==> config.mk <==
export PLATFORM = sky130hd
export DESIGN_NAME = dlq_front
export DESIGN_NICKNAME = d
export VERILOG_FILES = /design/src/rtl/dlq_pkg.sv /design/src/rtl/dlq_front.sv
export SDC_FILE = /design/constraint.sdc
export NUM_CORES = 1
export LEC_CHECK = 0
export ABC_AREA = 1
export BUFFER_PORTS_ARGS = -buffer_cell sky130_fd_sc_hd__buf_2
export CORE_ASPECT_RATIO = 0.5
export CORE_UTILIZATION = 48
export DETAILED_ROUTE_END_ITERATION = 6
export PLACE_DENSITY = 0.83
export SYNTH_ARGS = -nofsm -noshare
export SYNTH_HDL_FRONTEND = slang
export SYNTH_SLANG_ARGS = --single-unit
export TNS_END_PERCENT = 1
==> constraint.sdc <==
create_clock -name clk -period 1.75 [get_ports clk]
set_input_delay 0 -clock clk [delete_from_list [all_inputs] [get_ports clk]]
set_output_delay 0 -clock clk [all_outputs]
set_load 0.1 [all_outputs]
==> src/rtl/dlq_pkg.sv <==
// Shared types and constants of the doubly linked queue manager.
package dlq_pkg;

    localparam int NODES   = 256;
    localparam int NODE_W  = $clog2(NODES);
    localparam int LINK_W  = NODE_W + 1;
    localparam int COUNT_W = 9;
    localparam int LEN_W   = 9;
    localparam int IN_W    = 24;
    localparam int OUT_W   = 24;

    localparam logic [LINK_W-1:0] NULL_LINK = LINK_W'(NODES);

    localparam logic [2:0] REQ_INS_TAIL  = 3'd0;
    localparam logic [2:0] REQ_INS_GROUP = 3'd1;
    localparam logic [2:0] REQ_PEEK_TAIL = 3'd2;
    localparam logic [2:0] REQ_RM_HEAD   = 3'd3;
    localparam logic [2:0] REQ_RM_TAIL   = 3'd4;
    localparam logic [2:0] REQ_UNLINK    = 3'd5;

    typedef enum logic [1:0] {
        ST_OK      = 2'd0,
        ST_EMPTY   = 2'd1,
        ST_NOTNODE = 2'd2,
        ST_RANGE   = 2'd3
    } status_t;

    typedef enum logic [2:0] {
        K_NOP,
        K_RANGE,
        K_INSERT,
        K_PEEK,
        K_RM_HEAD,
        K_RM_TAIL,
        K_UNLINK
    } kind_t;

    typedef struct packed {
        kind_t              kind;
        logic [NODE_W-1:0]  node;
        logic [LEN_W-1:0]   len;
    } op_t;

endpackage

==> src/rtl/dlq_front.sv <==
// Request intake: classifies each request and holds it in a two-entry queue.
module dlq_front (
    input  logic                    clk,
    input  logic                    rst_n,
    input  logic                    s_tvalid,
    output logic                    s_tready,
    input  logic [dlq_pkg::IN_W-1:0] s_tdata,
    output logic                    op_valid,
    output dlq_pkg::op_t            op,
    input  logic                    op_pop
);

    logic [2:0]                 req;
    logic [dlq_pkg::NODE_W-1:0] id;
    logic [dlq_pkg::LEN_W-1:0]  len;
    dlq_pkg::op_t               cls;
    logic [dlq_pkg::LEN_W:0]    span;

    dlq_pkg::op_t q_reg [2];
    logic         wr_ptr_reg, rd_ptr_reg;
    logic [1:0]   fill_reg;
    logic         push;

    assign req  = s_tdata[2:0];
    assign id   = s_tdata[10:3];
    assign len  = s_tdata[19:11];
    assign span = {2'b00, id} + {1'b0, len};

    always_comb
    begin
        cls.node = id;
        cls.len  = len;
        case (req)
            dlq_pkg::REQ_INS_TAIL:
            begin
                cls.kind = dlq_pkg::K_INSERT;
                cls.len  = dlq_pkg::LEN_W'(1);
            end
            dlq_pkg::REQ_INS_GROUP:
            begin
                if (len == '0)
                    cls.kind = dlq_pkg::K_NOP;
                else if (span > (dlq_pkg::LEN_W+1)'(dlq_pkg::NODES))
                    cls.kind = dlq_pkg::K_RANGE;
                else
                    cls.kind = dlq_pkg::K_INSERT;
            end
            dlq_pkg::REQ_PEEK_TAIL: cls.kind = dlq_pkg::K_PEEK;
            dlq_pkg::REQ_RM_HEAD:   cls.kind = dlq_pkg::K_RM_HEAD;
            dlq_pkg::REQ_RM_TAIL:   cls.kind = dlq_pkg::K_RM_TAIL;
            dlq_pkg::REQ_UNLINK:    cls.kind = dlq_pkg::K_UNLINK;
            default:                cls.kind = dlq_pkg::K_NOP;
        endcase
    end

    assign s_tready = (fill_reg != 2'd2);
    assign push     = s_tvalid && s_tready;
    assign op_valid = (fill_reg != 2'd0);
    assign op       = q_reg[rd_ptr_reg];

    always_ff @(posedge clk)
    begin
        if (push)
            q_reg[wr_ptr_reg] <= cls;
    end

    always_ff @(posedge clk or negedge rst_n)
    begin
        if (!rst_n)
        begin
            wr_ptr_reg <= 1'b0;
            rd_ptr_reg <= 1'b0;
            fill_reg   <= 2'd0;
        end
        else
        begin
            if (push)
                wr_ptr_reg <= !wr_ptr_reg;
            if (op_pop)
                rd_ptr_reg <= !rd_ptr_reg;
            fill_reg <= fill_reg + 2'(push) - 2'(op_pop);
        end
    end

endmodule

==> flow_summary.json, run 1 <==
{
  "cts_buffers": 5,
  "diodes": 0,
  "fmax_ghz": 0.6213,
  "total_power_uw": 5882,
  "synth_edf_count": 40,
  "die_area_um2": 4981,
  "cts_tree": "built",
  "root_buffer": "clkbuf_8",
  "h-tree-depth": 2,
  "largest_register_ffs": 40,
  "pwr_density_cell_nw_per_um2": 1887,
  "synth.distinct_cells": 28,
  "antenna_left": 0,
  "syn_area_um2": 2250,
  "synth.area.top_cells": "edfxtp_1 (53%), mux2_2 (10%), nand2_1 (6.2%)",
  "synthTopCellsByCount": "edfxtp_1 (40), nand2_1 (37), inv_1 (30), mux2_2 (20), nor2_1 (20)",
  "met3_length_um": 305,
  "viasPerCell": 5.435,
  "final_min_period_over_clock_period": 0.9197,
  "final_max_slew_viol_count": 0,
  "synthCells": 202,
  "path_class": "in2reg",
  "drt_first_pass_iters": 4,
  "nets": 305,
  "startpoint_type": "primary input",
  "synth_top_cell_by_area": "edfxtp_1",
  "synth_fp_nets": 241,
  "met2_length_mm": 2.723,
  "place_hpwl_mm": 3.410,
  "grt_pass1_vias": 1832,
  "setup_violations": 0,
  "die_h_um": 50.41,
  "top_layer": "met4",
  "ys.flop_type": "edfxtp_1",
  "synth-seq-cells": 44,
  "syn_to_final_growth_pct": 38.54,
  "overflow": 0,
  "ir_worst_vdd_uv": 862.6,
  "grt_pass1_wl_mm": 8.459,
  "coreArea_um2": 4446,
  "antenna_found_initial": 0,
  "wl_per_cell_um": 16.45,
  "wl_met1_mm": 2.144,
  "synth_most_common_cell": "edfxtp_1",
  "fin_crit_ps": 1610,
  "num_vias": 1761,
  "placed_cells": 306,
  "path_max_fanout": 2,
  "required_ps": 1800,
  "relSlewSlack": 0.6789,
  "final.setup_skew_ps": 6.812,
  "top_level_ports": 50,
  "rrSetupSlack_ps": 290,
  "status": "complete, no violations",
  "hold_path_class": "in2async",
  "die_x_um": 98.82,
  "path_clk_slew_ps": 80,
  "yosysWarnings": 0,
  "cts_buffer_depth": 2,
  "initial_core_util": 0.5061,
  "wl_mm": 5.330,
  "hold_viol_final": 0,
  "synth.yosys.seq_area_share": 0.5784,
  "netlist.area_leader.share": 0.5339,
  "syn-mean-instance-area_um2": 11.14,
  "worstSkewPairLatency_ps": 300,
  "drt-initial-drc-count": 157,
  "arrival_ps": 1660,
  "layout.cells.non_filler": 324,
  "end_kind": "flop",
  "rows": 17,
  "drive_above_1_share": 0.3446,
  "async_flop_share": 0.09091,
  "cts.sinks": 44,
  "p_leak_uw": 0.001357,
  "max_slew.worst_pin.slew_ps": 485.0,
  "grt_usage": 0.2267,
  "rsz0062_at_grt": "true",
  "grt_start_max_net_pins": 22,
  "drc_errors": 0,
  "drv_cap": 0,
  "io_buffers": 45,
  "place.gp.congestion": 0.8450
}
[final timing paths]
path | depth (start not counted) | from | to
min reg2reg | 1 | fill_reg[0]$_DFF_PN0_ | fill_reg[0]$_DFF_PN0_
max in group asynchronous | 2 | rst_n | wr_ptr_reg$_DFFE_PN0P_
min | 2 | rst_n | fill_reg[1]$_DFF_PN0_
min in group clk | 3 | s_tdata[17] | q_reg[0][6]$_DFFE_PP_
max reg2reg | 6 | fill_reg[1]$_DFF_PN0_ | fill_reg[1]$_DFF_PN0_
max | 15 | s_tdata[11] | q_reg[1][17]$_DFFE_PP_
[worst max-delay path: stages]
cell and delay (ps):
buf_2 110, ha_4 130, inv_1 50, fa_1 500, inv_1 60, nor2_1 90
nand2_1 60, a21oi_1 100, nand3_1 90, nor2_1 120, nand2_1 80, nand2_2 90
nand2_1 50, nand2_1 60, nand2_1 60
[cells by family after synthesis]
family / after synthesis / share of synthesized area
AND/OR/NAND/NOR: 79 / 0.1574
flip-flops: 44 / 0.5784
buffers and inverters: 33 / 0.05617
multiplexers: 20 / 0.1001
AO/OA/AOI/OAI: 11 / 0.02781
adder cells (fa/ha/maj): 11 / 0.06452
XOR/XNOR: 4 / 0.01558
[layout by cell type (no fill, tap or decap), drive strengths merged, types with 4 or more instances in the layout]
cell,instances
a21oi,7
buf,48
clkbuf,6
dfrtp,4
dlygate4sd3,10
edfxtp,40
ha,10
inv,30
mux2,20
nand2,38
nand3,11
nor2,21
or2,5
[what timing repair did]
action                                 in CTS  in global routing
setup buffers                               0                  0
endpoints found under the hold margin      22                  0
setup endpoints to repair                   0                  4
resized for setup                           0                  7
hold buffers                               11                  0
[power by group]
part / total [uW] / switching, uW / internal, uW
registers: 1540 / 88.3 / 1450
clock network: 625 / 346 / 279
logic: 3720 / 2470 / 1250
[layer usage]
| metal | track usage | up-vias |
|---|---|---|
| met2 | 0.4044 | 75 |
| met1 | 0.2659 | 859 |
| met4 | 0.1070 | 0 |
| met3 | 0.05014 | 19 |
| met5 | 0 | - |
| li1 | - | 808 |
[metrics by stage]
step	worst slack (ps)	hold WS, ps	utilization	TNS (ps)	cell area [um2]
final	140.4	49.56	0.7011	0	3117
after global routing	-32.47	46.66	0.7011	-51.32	3117
after CTS	13.89	28.68	0.6938	0	3084
after detailed placement	-128.8	-191.9	0.6499	-390.2	2889
after global placement	0.6521	-195.1	0.6499	0	2889
after floorplan	108.5	-295.6	-	0	2272
[layout make-up]
class / instances / area [um2]
clock buffers: 6 / 72.57
well taps: 57 / 71.32
clock inverters: 2 / 12.51
inverters: 31 / 116.4
repair buffers: 59 / 663.1
flip-flops and latches: 44 / 1301
fillers: 272 / 1329
multi-input cells: 125 / 879.6
(Power assumes the default switching activity.)
==> run 2: changes to the inputs <==
- CORE_MARGIN: unset -> 3
==> run 2 against run 1 <==
  * Clock-buffer cell count decreased by 1
  * Maximum frequency shrank 2.6%
  * Register-to-register slack gained 20 ps
==> flow_summary.json, run 2 (same netlist as run 1, synthesis figures left out) <==
{
  "postCtsSetupBuffers": 0,
  "drc_errors": 0,
  "p_switching_uw": 2945,
  "max_slew.worst_pin.slew_ps": 486.1,
  "arrival_ps": 1720,
  "p_seq_frac": 0.254,
  "final_common_cell": "edfxtp_1",
  "hold_path_class": "in2async",
  "pwr-share-comb": 0.612,
  "drt-initial-drc-count": 168,
  "p_leak_uw": 0.001371,
  "timing.setup.tns_ps": 0,
  "fmax_ghz": 0.6054,
  "cts_buffer_depth": 2,
  "syn_to_final_growth_pct": 38.60,
  "place_area_um2": 2893,
  "grt_start_max_net_pins": 22,
  "die_h_um": 54.41,
  "layout_common_cells": "edfxtp_1 (40), nand2_1 (36), inv_1 (30)",
  "met3_length_um": 343,
  "coreArea_um2": 4184,
  "io_buffers": 45,
  "ir_worst_vdd_uv": 807.4,
  "rrSetupSlack_ps": 310,
  "required_ps": 1810,
  "largest_register_ffs": 40,
  "post-route-util": 0.7452,
  "relSlewSlack": 0.6782,
  "path_max_fanout": 2,
  "wl_mm": 5.546,
  "rows": 16,
  "p_int_uw": 3128,
  "place.gp.congestion": 0.8835,
  "hold_viol_final": 0,
  "pwr_density_cell_nw_per_um2": 1948,
  "final.setup_skew_ps": 3.768,
  "end_kind": "flop",
  "worstSkewPairLatency_ps": 310,
  "cts_buffers": 5,
  "cts_tree": "built",
  "holdWs_ps": 13.15,
  "top_level_ports": 50,
  "r2r_cells": 6,
  "grt_pass1_vias": 1802,
  "fin_crit_ps": 1652,
  "grt_usage": 0.2107,
  "total_power_uw": 6073,
  "die_x_um": 102.8,
  "met2_length_mm": 2.866,
  "path_clk_slew_ps": 90,
  "antenna_found_initial": 0,
  "grt_pass1_wl_mm": 8.500,
  "overflow": 0,
  "num_vias": 1749,
  "h-tree-depth": 2,
  "die_area_um2": 5594,
  "path_class": "in2reg",
  "antenna_left": 0,
  "finalInstanceArea_um2": 3118,
  "place_hpwl_mm": 3.753,
  "root_buffer": "clkbuf_8",
  "viasPerCell": 5.449,
  "startpoint_type": "primary input",
  "diodes": 0,
  "status": "complete, no violations",
  "wl_per_cell_um": 17.28,
  "r2r-end": "fill_reg[1]$_DFF_PN0_",
  "setup_violations": 0,
  "drt_first_pass_iters": 4,
  "swShare": 0.4849,
  "wl_met1_mm": 2.224,
  "cts.sinks": 44,
  "final_max_slew_viol_count": 0,
  "rsz0062_at_grt": "false",
  "top_layer": "met4",
  "clockPowerShare": 0.134,
  "initial_core_util": 0.5377,
  "drive_above_1_share": 0.3371,
  "drv_cap": 0,
  "final_min_period_over_clock_period": 0.9439,
  "nets": 305,
  "r2r_start": "fill_reg[1]$_DFF_PN0_"
}
## run 2: area by class of cell
| class | instances | area (um2) |
|---|---|---|
| Sequential cell | 44 | 1301 |
| Timing Repair Buffer | 59 | 660.6 |
| Clock inverter | 3 | 46.29 |
| Inverter | 31 | 116.4 |
| Clock buffer | 5 | 68.82 |
| Tap cell | 54 | 67.56 |
| Multi-Input combinational cell | 125 | 857.1 |
| Fill cell | 228 | 1066 |
## run 2: what timing repair did
action | 4_1_cts | 5_1_grt
setup endpoints to repair | 0 | 4
hold buffers | 10 | 0
hold endpoints to repair | 20 | 0
gates resized for setup | 0 | 2
## run 2: layer usage
metal	vias to the layer above	global-route usage
met5	-	0
met4	0	0.09247
met3	18	0.05344
met2	79	0.3750
met1	850	0.2486
li1	802	-
## run 2: worst max path at each step
stage | from | to | cells past startpoint
floorplan | fill_reg[1]$_DFF_PN0_ | fill_reg[1]$_DFF_PN0_ | 6
global placement | s_tdata[3] | q_reg[0][17]$_DFFE_PP_ | 15
detailed placement | s_tdata[3] | q_reg[0][17]$_DFFE_PP_ | 15
CTS | s_tdata[10] | q_reg[1][17]$_DFFE_PP_ | 11
global route | s_tdata[11] | q_reg[0][17]$_DFFE_PP_ | 16
finish | s_tdata[3] | q_reg[1][17]$_DFFE_PP_ | 15
## run 2: worst max-delay path: stages
cell     delay (ps)
buf_2            90
ha_1            160
inv_1            60
fa_1            470
inv_1            40
nor2_1           90
nand2_1          70
a21oi_1         180
nand3_1         110
nor2_1          120
nand2_1          60
nand2_1          80
nand2_1          50
nand2_1          70
nand2_1          70
## run 2: power by group through the flow
stage | Combinational [uW] | Sequential [uW] | Clock [uW]
floorplan | 2460 | 1540 | 0
global placement | 3640 | 1540 | 0
detailed placement | 3690 | 1570 | 0
CTS | 3720 | 1540 | 825
global route | 3830 | 1560 | 875
finish | 3720 | 1540 | 815
## run 2: stage by stage
step / instances / setup WS [ps]
finish: 321 / 98.16
detailed placement: 304 / -142.4
CTS: 322 / 30.77
floorplan: 202 / 108.5
global placement: 304 / 12.39
global route: 321 / 17.31
==> run 3: changes to the inputs <==
- ABC_AREA: 1 -> 0
==> run 3 against run 2 <==
  * The flow now finishes with violations (setup timing)
  * Hold slack lost 2.5 ps
  * Die area shrank 0.71%
  * Via count grew 5.5%
  * Clock-buffer cell count is the same
  * Global-route usage grew 3.2 points
  * Power grew 2.4%
  * Register-to-register slack lost 190 ps
  * Routed wire length grew 24%
  * Sequential share of layout area shrank 2.8 points
  * Critical path type unchanged
==> flow_summary.json, run 3 <==
{
  "status": "finished, violations left",
  "violations": "setup timing",
  "hold_viol_final": 0,
  "cts_buffer_depth": 2,
  "antenna_found_initial": 0,
  "crit_slowest_cell": "fa_2",
  "hold_path_class": "in2reg",
  "drive_above_1_share": 0.4861,
  "min_to": "q_reg[0][12]$_DFFE_PP_",
  "layout.cells.non_filler": 305,
  "fill_cells": 203,
  "rrSetupSlack_ps": 120,
  "yosysWarnings": 0,
  "netlist.area_leader.share": 0.5381,
  "synthTopCellsByCount": "edfxtp_1 (40), mux2_2 (20), ha_1 (10), nor2b_1 (10), nor2_1 (8)",
  "place_hpwl_mm": 3.752,
  "cts.sinks": 44,
  "diodes": 0,
  "die_area_um2": 5554,
  "async_flop_share": 0.09091,
  "antenna_left": 0,
  "crit_chain": "buf_8, ha_4, inv_2, fa_2, nor2b_2, o311ai_1, a211oi_1, nand4_1, o2bb2ai_2, o22ai_2",
  "rsz0062_at_grt": "true",
  "synth_top_cell_by_area": "edfxtp_1",
  "path_max_fanout": 2,
  "worstSkewPairLatency_ps": 310,
  "syn-mean-instance-area_um2": 13.61,
  "final_common_cell": "edfxtp_1",
  "io_buffers": 45,
  "p_leak_uw": 0.001336,
  "synth-seq-cells": 44,
  "drc_errors": 0,
  "final.setup_skew_ps": 9.151,
  "top_level_ports": 50,
  "total_power_uw": 6217,
  "arrival_ps": 1810,
  "coreArea_um2": 4184,
  "grt_pass1_vias": 1935,
  "viasPerCell": 6.052,
  "rows": 16,
  "place_area_um2": 3040,
  "final_max_slew_viol_count": 0,
  "grt_usage": 0.2423,
  "setup_violations": 2,
  "min_from": "s_tdata[6]",
  "drv_cap": 0,
  "ys.flop_type": "edfxtp_1",
  "drt_first_pass_iters": 5,
  "max_slew.worst_pin.slew_ps": 496.9,
  "initial_core_util": 0.5335,
  "hold_depth": 2,
  "r2r_start": "fill_reg[1]$_DFF_PN0_",
  "path_clk_slew_ps": 90,
  "pwr_density_cell_nw_per_um2": 1862,
  "die_h_um": 54.22,
  "root_buffer": "clkbuf_8",
  "fin_ws_ps": -21.94,
  "r2r-end": "fill_reg[1]$_DFF_PN0_",
  "synth_most_common_cell": "edfxtp_1",
  "synth_edf_count": 40,
  "layout_common_cells": "edfxtp_1 (40), buf_4 (28), buf_2 (23)",
  "grt_pass1_wl_mm": 9.846,
  "die_x_um": 102.4,
  "synthCells": 164,
  "post-route-util": 0.7978,
  "required_ps": 1790,
  "fmax_ghz": 0.5644,
  "overflow": 0,
  "nets": 289,
  "synth.distinct_cells": 44,
  "end_kind": "flop",
  "r2r_cells": 7,
  "ir_worst_vdd_uv": 981.4,
  "finalInstanceArea_um2": 3338,
  "place.gp.congestion": 0.9629,
  "path_class": "in2reg",
  "fin_crit_ps": 1772,
  "grt_start_max_net_pins": 22,
  "num_vias": 1846,
  "syn_area_um2": 2232,
  "cts_buffers": 5,
  "syn_to_final_growth_pct": 49.55,
  "drt-initial-drc-count": 178,
  "synth.area.top_cells": "edfxtp_1 (54%), mux2_2 (10%), ha_1 (5.6%)",
  "synth_fp_nets": 203,
  "relSlewSlack": 0.6665,
  "largest_register_ffs": 40,
  "final_min_period_over_clock_period": 1.013,
  "cpPeakStageDelay_ps": 560,
  "h-tree-depth": 2,
  "startpoint_type": "primary input",
  "cts_tree": "built",
  "wl_per_cell_um": 22.49,
  "synth.yosys.seq_area_share": 0.5830,
  "placed_cells": 288,
  "wl_mm": 6.858
}
## run 3: changes by cell type after synthesis, sizes merged, moves of 3 or more
cell    before  now
a211oi       0    3
inv         30    7
nand2       38    3
nand2b       0    4
nand3       11    0
nor2        21    8
nor2b        0   10
## run 3: final cells by class
| cell class | count | area (um2) | share of cell area |
|---|---|---|---|
| flip-flops and latches | 44 | 1301 | 0.3898 |
| multi-input cells | 109 | 969.7 | 0.2905 |
| repair buffers | 83 | 857.1 | 0.2567 |
| clock buffers | 5 | 68.82 | 0.02061 |
| well taps | 54 | 67.56 | 0.02024 |
| clock inverters | 3 | 47.55 | 0.01424 |
| inverters | 7 | 26.28 | 0.007871 |
## run 3: timing repair
item | CTS | global route
pin swaps | 3 | 9
gates resized for setup | 6 | 16
setup buffers | 0 | 0
setup endpoints to repair | 4 | 4
cloned | 0 | 0
hold endpoints to repair | 17 | 2
hold buffers | 8 | 1
## run 3: worst max-delay path by stage
stage                                        end        start  depth (start not counted)  slack [ps]
after CTS                 q_reg[0][17]$_DFFE_PP_   s_tdata[3]                         11          20
after global placement    q_reg[0][18]$_DFFE_PP_   s_tdata[3]                         10        -240
after floorplan           q_reg[0][18]$_DFFE_PP_   s_tdata[9]                          7         -70
after global routing      q_reg[0][17]$_DFFE_PP_  s_tdata[11]                         10         -50
final                     q_reg[0][17]$_DFFE_PP_  s_tdata[11]                         10         -20
after detailed placement  q_reg[0][18]$_DFFE_PP_   s_tdata[9]                          8        -340
## run 3: critical path, delay by kind of cell
kind / cells / cell delay (ps)
adders and majority gates: 2 / 700
AOI/OAI and AO/OA: 4 / 660
and+or+nand+nor: 2 / 330
buffers and inverters: 2 / 120
## run 3: routing by layer
metal / part of all wire / GRT usage / vias up
met1: 0.40 / 0.2968 / 898
met2: 0.47 / 0.4209 / 110
met4: 0.061 / 0.09368 / 0
li1: - / - / 796
met3: 0.071 / 0.06361 / 42
met5: 0 / 0 / -
## run 3: logic make-up after synthesis
group,count (synthesis),share of synthesized area
AOI/OAI and AO/OA,33,0.1076
xor gates and xnor gates,7,0.02747
adders and majority gates,11,0.06502
buffers and inverters,11,0.01962
DFF,44,0.5830
muxes,20,0.1009
and+or+nand+nor,38,0.09642
## run 3: metrics by stage
step / hold slack, ps / setup slack (ps) / TNS [ps]
after global routing: 0.8635 / -54.44 / -183.1
after CTS: 1.240 / 21.77 / 0
after detailed placement: -184.4 / -343.3 / -1368
final: 10.63 / -21.94 / -40.26
after floorplan: -295.6 / -73.73 / -147.5
after global placement: -194.8 / -236.2 / -898.8
## run 3: power by group
group / leakage, uW / internal, uW / switching, uW
clock network: 0.0000583 / 430 / 385
logic: 0.000858 / 1340 / 2500
registers: 0.000420 / 1460 / 103
